===== config.mk =====
export PLATFORM = sky130hd
export DESIGN_NAME = civil_time_to_epoch_seconds_top
export DESIGN_NICKNAME = d
export VERILOG_FILES = /design/src/hdl/ctes_pkg.sv /design/src/hdl/ctes_clamp.sv /design/src/hdl/ctes_days.sv /design/src/hdl/ctes_finish.sv /design/src/hdl/civil_time_to_epoch_seconds_top.sv
export SDC_FILE = /design/constraint.sdc
export NUM_CORES = 2
export LEC_CHECK = 0
export ABC_AREA = 1
export BUFFER_PORTS_ARGS = -buffer_cell sky130_fd_sc_hd__buf_4
export CELL_PAD_IN_SITES_DETAIL_PLACEMENT = 0
export CELL_PAD_IN_SITES_GLOBAL_PLACEMENT = 2
export CORE_MARGIN = 8
export CORE_UTILIZATION = 43
export CTS_CLUSTER_SIZE = 8
export DETAILED_ROUTE_END_ITERATION = 8
export GPL_TIMING_DRIVEN = 0
export PLACE_DENSITY = 0.95
export SETUP_SLACK_MARGIN = 0.3
export SLEW_MARGIN = 40
export SYNTH_ARGS = -nofsm -noshare
export SYNTH_HDL_FRONTEND = slang
export SYNTH_SLANG_ARGS = --single-unit

===== constraint.sdc =====
create_clock -name clk -period 8.12 [get_ports clk]
set_clock_uncertainty 0.15 [all_clocks]
set_input_delay 0 -clock clk [delete_from_list [all_inputs] [get_ports clk]]
set_output_delay 0 -clock clk [all_outputs]
set_load 0.05 [all_outputs]

===== src/hdl/ctes_pkg.sv =====
// ----------------------------------------------------------------------------
// ctes_pkg
// Types, constants and month tables for the civil time to epoch seconds
// pipeline.
// ----------------------------------------------------------------------------
package ctes_pkg;

	localparam logic [15:0] BASE_YEAR   = 16'd1900;
	localparam logic [14:0] RECIP_25    = 15'd20972;     // ceil(2^19 / 25)
	localparam int          RECIP_25_SH = 19;
	localparam logic [24:0] RECIP_7     = 25'd19173962;  // ceil(2^27 / 7)
	localparam int          RECIP_7_SH  = 27;
	localparam logic signed [25:0] DAYS_0000_TO_1970 = 26'sd719468;
	localparam logic signed [17:0] SECS_PER_DAY      = 18'sd86400;
	localparam logic [6:0]  MONTH_MAX  = 7'd11;
	localparam logic [6:0]  DAY_MAX    = 7'd31;
	localparam logic [6:0]  HOUR_MAX   = 7'd23;
	localparam logic [6:0]  MINUTE_MAX = 7'd59;
	localparam logic [6:0]  SECOND_MAX = 7'd60;
	localparam logic [3:0]  MARCH      = 4'd2;

	typedef struct packed {
		logic signed [15:0] year;
		logic signed [7:0]  month;
		logic signed [7:0]  day;
		logic signed [7:0]  hour;
		logic signed [7:0]  minute;
		logic signed [7:0]  second;
	} raw_t;

	typedef struct packed {
		logic [14:0] year;
		logic [3:0]  month;
		logic [4:0]  day;
		logic [4:0]  hour;
		logic [5:0]  minute;
		logic [5:0]  second;
	} clamp_t;

	typedef struct packed {
		clamp_t      clp;
		logic [15:0] yy;
		logic        early;
	} s1_t;

	typedef struct packed {
		clamp_t             clp;
		logic [3:0]         yy_lo;
		logic               early;
		logic [13:0]        q4;
		logic [11:0]        q16;
		logic [9:0]         q100;
		logic [7:0]         q400;
		logic [23:0]        y365;
		logic [16:0]        secs;
		logic signed [9:0]  doy;
		logic signed [9:0]  ydb;
	} s2_t;

	typedef struct packed {
		clamp_t             clp;
		logic signed [25:0] days;
		logic [16:0]        secs;
		logic [9:0]         year_day;
	} s3_t;

	typedef struct packed {
		clamp_t             clp;
		logic signed [41:0] prod;
		logic [16:0]        secs;
		logic [23:0]        wv;
		logic [21:0]        wq;
		logic [9:0]         year_day;
	} s4_t;

	typedef struct packed {
		clamp_t      clp;
		logic [40:0] epoch;
		logic        ovf;
		logic [2:0]  weekday;
		logic [9:0]  year_day;
	} res_t;

	function automatic logic [6:0] clamp_u(input logic signed [7:0] v, input logic [6:0] hi);
		if (v[7])
			return 7'd0;
		else if (v[6:0] > hi)
			return hi;
		else
			return v[6:0];
	endfunction

	// day offset of the month start in a year that begins in March
	function automatic logic [8:0] mar_ofs(input logic [3:0] mo);
		case (mo)
			4'd0:    return 9'd306;
			4'd1:    return 9'd337;
			4'd2:    return 9'd0;
			4'd3:    return 9'd31;
			4'd4:    return 9'd61;
			4'd5:    return 9'd92;
			4'd6:    return 9'd122;
			4'd7:    return 9'd153;
			4'd8:    return 9'd184;
			4'd9:    return 9'd214;
			4'd10:   return 9'd245;
			4'd11:   return 9'd275;
			default: return 9'd0;
		endcase
	endfunction

	// days before the month start in a common year
	function automatic logic [8:0] cum_days(input logic [3:0] mo);
		case (mo)
			4'd0:    return 9'd0;
			4'd1:    return 9'd31;
			4'd2:    return 9'd59;
			4'd3:    return 9'd90;
			4'd4:    return 9'd120;
			4'd5:    return 9'd151;
			4'd6:    return 9'd181;
			4'd7:    return 9'd212;
			4'd8:    return 9'd243;
			4'd9:    return 9'd273;
			4'd10:   return 9'd304;
			4'd11:   return 9'd334;
			default: return 9'd0;
		endcase
	endfunction

endpackage


===== src/hdl/ctes_clamp.sv =====
// ----------------------------------------------------------------------------
// ctes_clamp
// Stage 1: clamps the date and time fields and forms the March-based year.
// ----------------------------------------------------------------------------
module ctes_clamp (
	input  logic            clk,
	input  logic            arst_n,
	input  logic            in_valid,
	output logic            in_ready,
	input  ctes_pkg::raw_t  in_data,
	output logic            out_valid,
	input  logic            out_ready,
	output ctes_pkg::s1_t   out_data
);

	logic          vld_s1;
	ctes_pkg::s1_t dat_s1;
	ctes_pkg::s1_t nxt;

	always_comb begin
		nxt.clp.year   = in_data.year[15] ? 15'd0 : in_data.year[14:0];
		nxt.clp.month  = 4'(ctes_pkg::clamp_u(in_data.month, ctes_pkg::MONTH_MAX));
		nxt.clp.day    = 5'(ctes_pkg::clamp_u(in_data.day, ctes_pkg::DAY_MAX));
		nxt.clp.hour   = 5'(ctes_pkg::clamp_u(in_data.hour, ctes_pkg::HOUR_MAX));
		nxt.clp.minute = 6'(ctes_pkg::clamp_u(in_data.minute, ctes_pkg::MINUTE_MAX));
		nxt.clp.second = 6'(ctes_pkg::clamp_u(in_data.second, ctes_pkg::SECOND_MAX));
		nxt.early      = nxt.clp.month < ctes_pkg::MARCH;
		nxt.yy         = {1'b0, nxt.clp.year} + ctes_pkg::BASE_YEAR - {15'd0, nxt.early};
	end

	assign in_ready = !vld_s1 || out_ready;

	always_ff @(posedge clk or negedge arst_n) begin
		if (!arst_n) begin
			vld_s1 <= 1'b0;
		end else if (in_ready) begin
			vld_s1 <= in_valid;
		end
	end

	always_ff @(posedge clk) begin
		if (in_ready && in_valid) begin
			dat_s1 <= nxt;
		end
	end

	assign out_valid = vld_s1;
	assign out_data  = dat_s1;

endmodule


===== src/hdl/ctes_days.sv =====
// ----------------------------------------------------------------------------
// ctes_days
// Stages 2 and 3: century terms by reciprocal multiply, day count since the
// epoch, seconds of day and day of year.
// ----------------------------------------------------------------------------
module ctes_days (
	input  logic            clk,
	input  logic            arst_n,
	input  logic            in_valid,
	output logic            in_ready,
	input  ctes_pkg::s1_t   in_data,
	output logic            out_valid,
	input  logic            out_ready,
	output ctes_pkg::s3_t   out_data
);

	logic          vld_s2;
	logic          vld_s3;
	logic          rdy_s3;
	ctes_pkg::s2_t dat_s2;
	ctes_pkg::s3_t dat_s3;
	ctes_pkg::s2_t nxt2;
	ctes_pkg::s3_t nxt3;
	logic [28:0]   p100;
	logic [26:0]   p400;
	logic [13:0]   t100;
	logic [11:0]   t400;
	logic          div100;
	logic          div400;
	logic          leap;

	// stage 2
	always_comb begin
		nxt2.clp   = in_data.clp;
		nxt2.yy_lo = in_data.yy[3:0];
		nxt2.early = in_data.early;
		nxt2.q4    = in_data.yy[15:2];
		nxt2.q16   = in_data.yy[15:4];
		p100       = 29'(nxt2.q4) * 29'(ctes_pkg::RECIP_25);
		p400       = 27'(nxt2.q16) * 27'(ctes_pkg::RECIP_25);
		nxt2.q100  = p100[ctes_pkg::RECIP_25_SH +: 10];
		nxt2.q400  = p400[ctes_pkg::RECIP_25_SH +: 8];
		nxt2.y365  = 24'(in_data.yy) * 24'd365;
		nxt2.secs  = 17'(in_data.clp.hour) * 17'd3600 + 17'(in_data.clp.minute) * 17'd60
			+ 17'(in_data.clp.second);
		nxt2.doy   = $signed({1'b0, ctes_pkg::mar_ofs(in_data.clp.month)})
			+ $signed({5'd0, in_data.clp.day}) - 10'sd1;
		nxt2.ydb   = $signed({1'b0, ctes_pkg::cum_days(in_data.clp.month)})
			+ $signed({5'd0, in_data.clp.day}) - 10'sd1;
	end

	assign rdy_s3   = !vld_s3 || out_ready;
	assign in_ready = !vld_s2 || rdy_s3;

	// stage 3
	always_comb begin
		t100   = {dat_s2.q100[9:0], 4'd0} + {1'b0, dat_s2.q100, 3'd0} + {4'd0, dat_s2.q100};
		t400   = {dat_s2.q400, 4'd0} + {1'b0, dat_s2.q400, 3'd0} + {4'd0, dat_s2.q400};
		div100 = (dat_s2.yy_lo[1:0] == 2'd0) && (dat_s2.q4 == t100);
		div400 = (dat_s2.yy_lo == 4'd0) && (dat_s2.q16 == t400);
		leap   = (dat_s2.yy_lo[1:0] == 2'd0) && (!div100 || div400);
		nxt3.clp      = dat_s2.clp;
		nxt3.secs     = dat_s2.secs;
		nxt3.year_day = 10'(dat_s2.ydb) + {9'd0, leap && !dat_s2.early};
		nxt3.days     = $signed({2'd0, dat_s2.y365}) + $signed({12'd0, dat_s2.q4})
			- $signed({16'd0, dat_s2.q100}) + $signed({18'd0, dat_s2.q400})
			+ $signed({{16{dat_s2.doy[9]}}, dat_s2.doy}) - ctes_pkg::DAYS_0000_TO_1970;
	end

	always_ff @(posedge clk or negedge arst_n) begin
		if (!arst_n) begin
			vld_s2 <= 1'b0;
			vld_s3 <= 1'b0;
		end else begin
			if (in_ready) begin
				vld_s2 <= in_valid;
			end
			if (rdy_s3) begin
				vld_s3 <= vld_s2;
			end
		end
	end

	always_ff @(posedge clk) begin
		if (in_ready && in_valid) begin
			dat_s2 <= nxt2;
		end
		if (rdy_s3 && vld_s2) begin
			dat_s3 <= nxt3;
		end
	end

	assign out_valid = vld_s3;
	assign out_data  = dat_s3;

endmodule


===== src/hdl/ctes_finish.sv =====
// ----------------------------------------------------------------------------
// ctes_finish
// Stages 4 and 5: day-to-second product, weekday by reciprocal multiply,
// before-epoch check. Stage 5 is the output register.
// ----------------------------------------------------------------------------
module ctes_finish (
	input  logic            clk,
	input  logic            arst_n,
	input  logic            in_valid,
	output logic            in_ready,
	input  ctes_pkg::s3_t   in_data,
	output logic            out_valid,
	input  logic            out_ready,
	output ctes_pkg::res_t  out_data
);

	logic               vld_s4;
	logic               vld_s5;
	logic               rdy_s5;
	ctes_pkg::s4_t      dat_s4;
	ctes_pkg::res_t     dat_s5;
	ctes_pkg::s4_t      nxt4;
	ctes_pkg::res_t     nxt5;
	logic signed [43:0] prod_w;
	logic [48:0]        wq_w;
	logic signed [41:0] total;
	logic [24:0]        rem_w;

	// stage 4
	always_comb begin
		prod_w        = in_data.days * ctes_pkg::SECS_PER_DAY;
		nxt4.clp      = in_data.clp;
		nxt4.prod     = prod_w[41:0];
		nxt4.secs     = in_data.secs;
		nxt4.year_day = in_data.year_day;
		nxt4.wv       = in_data.days[23:0] + 24'd4;  // epoch day was a Thursday
		wq_w          = 49'(nxt4.wv) * 49'(ctes_pkg::RECIP_7);
		nxt4.wq       = wq_w[ctes_pkg::RECIP_7_SH +: 22];
	end

	assign rdy_s5   = !vld_s5 || out_ready;
	assign in_ready = !vld_s4 || rdy_s5;

	// stage 5
	always_comb begin
		total = dat_s4.prod + $signed({25'd0, dat_s4.secs});
		rem_w = {1'b0, dat_s4.wv} - ({dat_s4.wq, 3'd0} - {3'd0, dat_s4.wq});
		nxt5.clp      = dat_s4.clp;
		nxt5.ovf      = total[41];
		nxt5.epoch    = total[41] ? 41'd0 : total[40:0];
		nxt5.weekday  = total[41] ? 3'd0 : rem_w[2:0];
		nxt5.year_day = total[41] ? 10'd0 : dat_s4.year_day;
	end

	always_ff @(posedge clk or negedge arst_n) begin
		if (!arst_n) begin
			vld_s4 <= 1'b0;
			vld_s5 <= 1'b0;
		end else begin
			if (in_ready) begin
				vld_s4 <= in_valid;
			end
			if (rdy_s5) begin
				vld_s5 <= vld_s4;
			end
		end
	end

	always_ff @(posedge clk) begin
		if (in_ready && in_valid) begin
			dat_s4 <= nxt4;
		end
		if (rdy_s5 && vld_s4) begin
			dat_s5 <= nxt5;
		end
	end

	assign out_valid = vld_s5;
	assign out_data  = dat_s5;

endmodule


===== src/hdl/civil_time_to_epoch_seconds_top.sv =====
// ----------------------------------------------------------------------------
// civil_time_to_epoch_seconds_top
// Gregorian date and time to seconds since 1970-01-01, five-stage pipeline.
// ----------------------------------------------------------------------------
// Input beat on s_*: year offset from 1900 and month, day, hour, minute,
// second, all two's complement. Each input beat yields exactly one output
// beat on m_*: epoch seconds, weekday, day of year and the clamped fields,
// with the before-epoch flag in m_tuser.
// Each beat passes the registers of stages 1 to 5 in order and is offered on
// m_* from the stage 5 register.
// Throughput: one beat per cycle; every stage holds one beat and carries its
// own valid bit, so a new beat enters each cycle while the output flows.
// Stage 1 clamps, stage 2 runs the reciprocal multiplies for the century
// terms, stage 3 sums the day count, stage 4 multiplies by seconds per day
// and by the reciprocal of 7, stage 5 adds and registers the result.
// Reset clears all valid bits; the data registers are not reset.
// When m_tready is low, beats pile up into empty stages; s_tready drops only
// once all five stages hold a beat. Nothing is dropped or repeated.
// ----------------------------------------------------------------------------
module civil_time_to_epoch_seconds_top (
	input  logic        clk,
	input  logic        arst_n,
	input  logic        s_tvalid,
	output logic        s_tready,
	// year_offset[15:0], month_in[23:16], day_in[31:24], hour_in[39:32],
	// minute_in[47:40], second_in[55:48]
	input  logic [55:0] s_tdata,
	output logic        m_tvalid,
	input  logic        m_tready,
	// epoch_seconds[40:0], weekday[43:41], year_day[53:44], year_clamped[68:54],
	// month_clamped[72:69], day_clamped[77:73], hour_clamped[82:78],
	// minute_clamped[88:83], second_clamped[94:89], zero[95]
	output logic [95:0] m_tdata,
	// overflow[0]
	output logic [0:0]  m_tuser
);

	ctes_pkg::raw_t raw;
	ctes_pkg::s1_t  d1;
	ctes_pkg::s3_t  d3;
	ctes_pkg::res_t res;
	logic           v1;
	logic           r1;
	logic           v3;
	logic           r3;

	assign raw.year   = s_tdata[15:0];
	assign raw.month  = s_tdata[23:16];
	assign raw.day    = s_tdata[31:24];
	assign raw.hour   = s_tdata[39:32];
	assign raw.minute = s_tdata[47:40];
	assign raw.second = s_tdata[55:48];

	ctes_clamp u_clamp (
		.clk       (clk),
		.arst_n    (arst_n),
		.in_valid  (s_tvalid),
		.in_ready  (s_tready),
		.in_data   (raw),
		.out_valid (v1),
		.out_ready (r1),
		.out_data  (d1)
	);

	ctes_days u_days (
		.clk       (clk),
		.arst_n    (arst_n),
		.in_valid  (v1),
		.in_ready  (r1),
		.in_data   (d1),
		.out_valid (v3),
		.out_ready (r3),
		.out_data  (d3)
	);

	ctes_finish u_finish (
		.clk       (clk),
		.arst_n    (arst_n),
		.in_valid  (v3),
		.in_ready  (r3),
		.in_data   (d3),
		.out_valid (m_tvalid),
		.out_ready (m_tready),
		.out_data  (res)
	);

	assign m_tdata = {1'b0, res.clp.second, res.clp.minute, res.clp.hour, res.clp.day,
		res.clp.month, res.clp.year, res.year_day, res.weekday, res.epoch};
	assign m_tuser = res.ovf;

`ifndef NO_ASSERTIONS
	a_ovf_zero: assert property (@(posedge clk) disable iff (!arst_n)
		m_tvalid && m_tuser[0] |-> m_tdata[53:0] == 54'd0)
		else $error("before-epoch beat carries nonzero time fields");

	a_weekday: assert property (@(posedge clk) disable iff (!arst_n)
		m_tvalid |-> m_tdata[43:41] != 3'd7)
		else $error("weekday out of range");

	a_month: assert property (@(posedge clk) disable iff (!arst_n)
		m_tvalid |-> m_tdata[72:69] <= 4'd11)
		else $error("clamped month out of range");

	a_backpressure: assert property (@(posedge clk) disable iff (!arst_n)
		!s_tready |-> m_tvalid && !m_tready && v1 && v3)
		else $error("input stalled while the pipeline has room");
`endif

endmodule

==> impl_metrics.toml <==
[synthesis]
syn-num-nets = 5325
synthMostInstantiatedCell = "inv_1"
synthTopCellsByCount = "1007 x inv_1, 666 x ha_1, 510 x nand2_1, 485 x edfxtp_1, 369 x fa_1"
synthTopCellsByArea = "edfxtp_1 34%, ha_1 19%, fa_1 17%"
syn_area_per_cell_um2 = 10.27
async_reset_ff_frac = 0.009843
yosys.area.top_type = "edfxtp_1"
synth_cell_types = 55
seq_area_frac_synth = 0.3466
yosysTopAreaCellShare = 0.3354
netlist_area_um2 = 43420
yosys_most_used_dff = "edfxtp_1"
syn_inst = 4230
yosys_warnings = 0
ys_ff_latch = 508
synth_edf_count = 485

[clock_network]
cts_tree = "yes"
clock_sinks = 508
cts_root_buffer = "clkbuf_16"
cts_made_buffers = 74
clkSlewWorstSetupHoldPaths_ns = 0.05
clk_latency_ns = 0.65
clockBufferDepth = 3
cts-htree-levels = 3

[die]
coreArea_um2 = 100100
row_count = 116
fp.dieH_um = 333.8
initial_utilization = 0.4336
ios = 159
die_w_um = 333.8
die-area_um2 = 111400

[global_route]
grt_pass1_wl_mm = 159.1
grt_pass1_vias = 30590
grt_max_degree = 73
antenna_found_initial = 1
track_usage = 0.1773
overflow = 0

[worst_setup_path]
rrSetupSlack_ns = 0.78
startpoint_type = "flip-flop"
r2r_cells = 29
cp-end-kind = "flip-flop"
slowest_delay_ns = 0.56
worstSetupPathType = "flip-flop to flip-flop"
cp_data_arrival_time_ns = 7.55
crit_fanout = 5
worstPathRequired_ns = 8.34
cpMaxStageDelayCell = "fa_1"
r2r_end = "u_finish.dat_s4[12]$_DFFE_PP_"
reg2reg_from = "u_days.out_data[30]$_DFFE_PP_"

[timing]
period_needed_ns = 7.338
slew_headroom = 0.4617
setup_viol = 0
worst_pin_slew_ns = 0.8034
max_freq_mhz = 136.3
slew_viol_final = 0
setup_slack_ns = 0.7821
fin_crit_sh = 0.9037
holdWs_ns = 0.09346
hold_viol = 0
rsz0062_at_grt = "false"

[cells_and_area]
area_growth_pct = 14.44
fill_cells = 9131
drive_above_1_share = 0.07331
fin_area_um2 = 49690
diodes = 0
layout.nets = 5661

[detailed_routing]
wl_per_cell_um = 16.54
initialDrtViolationCount = 1291
vias = 28640
postRouteAntennaNets = 0
vias_per_cell = 4.858
drcViolationCount = 0
drt_wl_total_mm = 97.50
dr.pass1.iters = 5

[job]
drv_cap = 0

[hold_path]
min_to = "u_clamp.out_data[19]$_SDFFCE_PP0P_"
min_path_type = "input port to flip-flop"
hp-start = "s_tdata[55]"
holdPathStages = 3

[placement]
pre_cts_ws_ns = 0.4702
placed_cell_area_um2 = 46670
portBuffers = 157
place.gp.congestion = 0.9125
dpl.hpwl_mm = 79.92

[run_status]
status = "complete, no violations"
[metrics by stage]
step | TNS, ns | util | std cells
2_1_floorplan | 0 | - | 4230
3_3_place_gp | -233.24 | 0.4616 | 5685
3_5_place_dp | 0 | 0.4661 | 5702
4_1_cts | 0 | 0.4954 | 5889
5_1_grt | 0 | 0.4962 | 5895
6_report | 0 | 0.4962 | 5895
[cell usage in the layout (no fill, tap or decap), types with 7 or more instances in the layout]
cell / Yosys / final
nor3b_1: 8 / 8
a21oi_1: 192 / 192
dfxtp_1: 18 / 18
a21oi_2: 11 / 11
a31oi_1: 16 / 16
clkbuf_16: 0 / 74
nand3_1: 139 / 139
ha_1: 666 / 665
o21a_1: 9 / 9
inv_1: 1007 / 1005
nor3_1: 46 / 46
dlygate4sd3_1: 0 / 80
nor2_1: 221 / 218
buf_6: 7 / 9
nand4_1: 50 / 50
buf_4: 2 / 165
o21ai_0: 111 / 111
xor2_1: 140 / 134
edfxtp_1: 485 / 485
fa_1: 369 / 369
o21ai_1: 7 / 7
nand3b_1: 9 / 9
xnor2_1: 81 / 76
nand2_1: 510 / 510
or2_2: 8 / 8
buf_16: 0 / 8
clkbuf_1: 1 / 23
o21bai_1: 14 / 14
buf_8: 0 / 7
a21o_1: 25 / 25
[registers in the layout, indices dropped and copies added (netlist names), 58 cells and up, named ones only]
| signal | count |
|---|---|
| u_clamp.out_data | 58 |
| u_finish.out_data | 96 |
| u_days.out_data | 92 |
| u_finish.dat_s4 | 106 |
| u_days.dat_s2 | 133 |
[area by class of cell]
type	count	area (µm²)	share of cell area
clock buffer	97	1948	0.03920
sequential	508	15050	0.3028
multi-input combinational	2699	24590	0.4948
tap	1298	1624	0.03268
clock inverter	10	188.9	0.003802
inverter	1012	3819	0.07685
buffer	11	102.6	0.002065
timing repair buffer	260	2372	0.04774
[worst max path at each step]
stage / from / endpoint / depth (start not counted) / slack (ns)
2_1_floorplan: u_finish.out_valid$_DFFE_PN0P_ / u_days.dat_s2[0]$_DFFE_PP_ / 5 / 0.89
3_3_place_gp: u_finish.out_valid$_DFFE_PN0P_ / u_days.dat_s2[146]$_DFFE_PP_ / 5 / -1.78
3_5_place_dp: u_days.out_data[29]$_DFFE_PP_ / u_finish.dat_s4[12]$_DFFE_PP_ / 31 / 0.47
4_1_cts: u_days.out_data[29]$_DFFE_PP_ / u_finish.dat_s4[12]$_DFFE_PP_ / 31 / 0.39
5_1_grt: u_days.out_data[31]$_DFFE_PP_ / u_finish.dat_s4[12]$_DFFE_PP_ / 33 / 0.32
6_report: u_days.out_data[30]$_DFFE_PP_ / u_finish.dat_s4[12]$_DFFE_PP_ / 29 / 0.78
[metal layers]
layer	GRT usage	routed length [µm]	vias up
li1	-	-	14400
met4	0.05940	3256	0
met3	0.02331	3286	155
met5	0	0	-
met1	0.2155	41530	13640
met2	0.3229	49430	447
[cells by family after synthesis]
kind of cell,Yosys count,share of synthesized area
flip-flops,508,0.3466
other,1,0.00008636
XOR/XNOR,221,0.04457
adder cells (fa/ha/maj),1035,0.3620
buffers and inverters,1023,0.08990
AO/OA/AOI/OAI,424,0.05607
AND/OR/NAND/NOR,1018,0.1008
[timing repair]
item                                    CTS  global route
buffers inserted                          0             6
endpoints found under the setup margin    0             3
gates resized for setup                   0             6
hold buffers                             80             0
hold endpoints to repair                162             0
[critical path, delay by kind of cell, from the launching register on]
family | cells | cell delay (ns)
adders and majority gates | 9 | 3.51
and+or+nand+nor | 12 | 1.57
DFF | 1 | 0.53
buffers and inverters | 6 | 0.54
AOI/OAI and AO/OA | 1 | 0.20
xor gates and xnor gates | 1 | 0.53
Power is not shown: default switching activity piles up to over one toggle a cycle in this logic, so the estimate is an artifact.
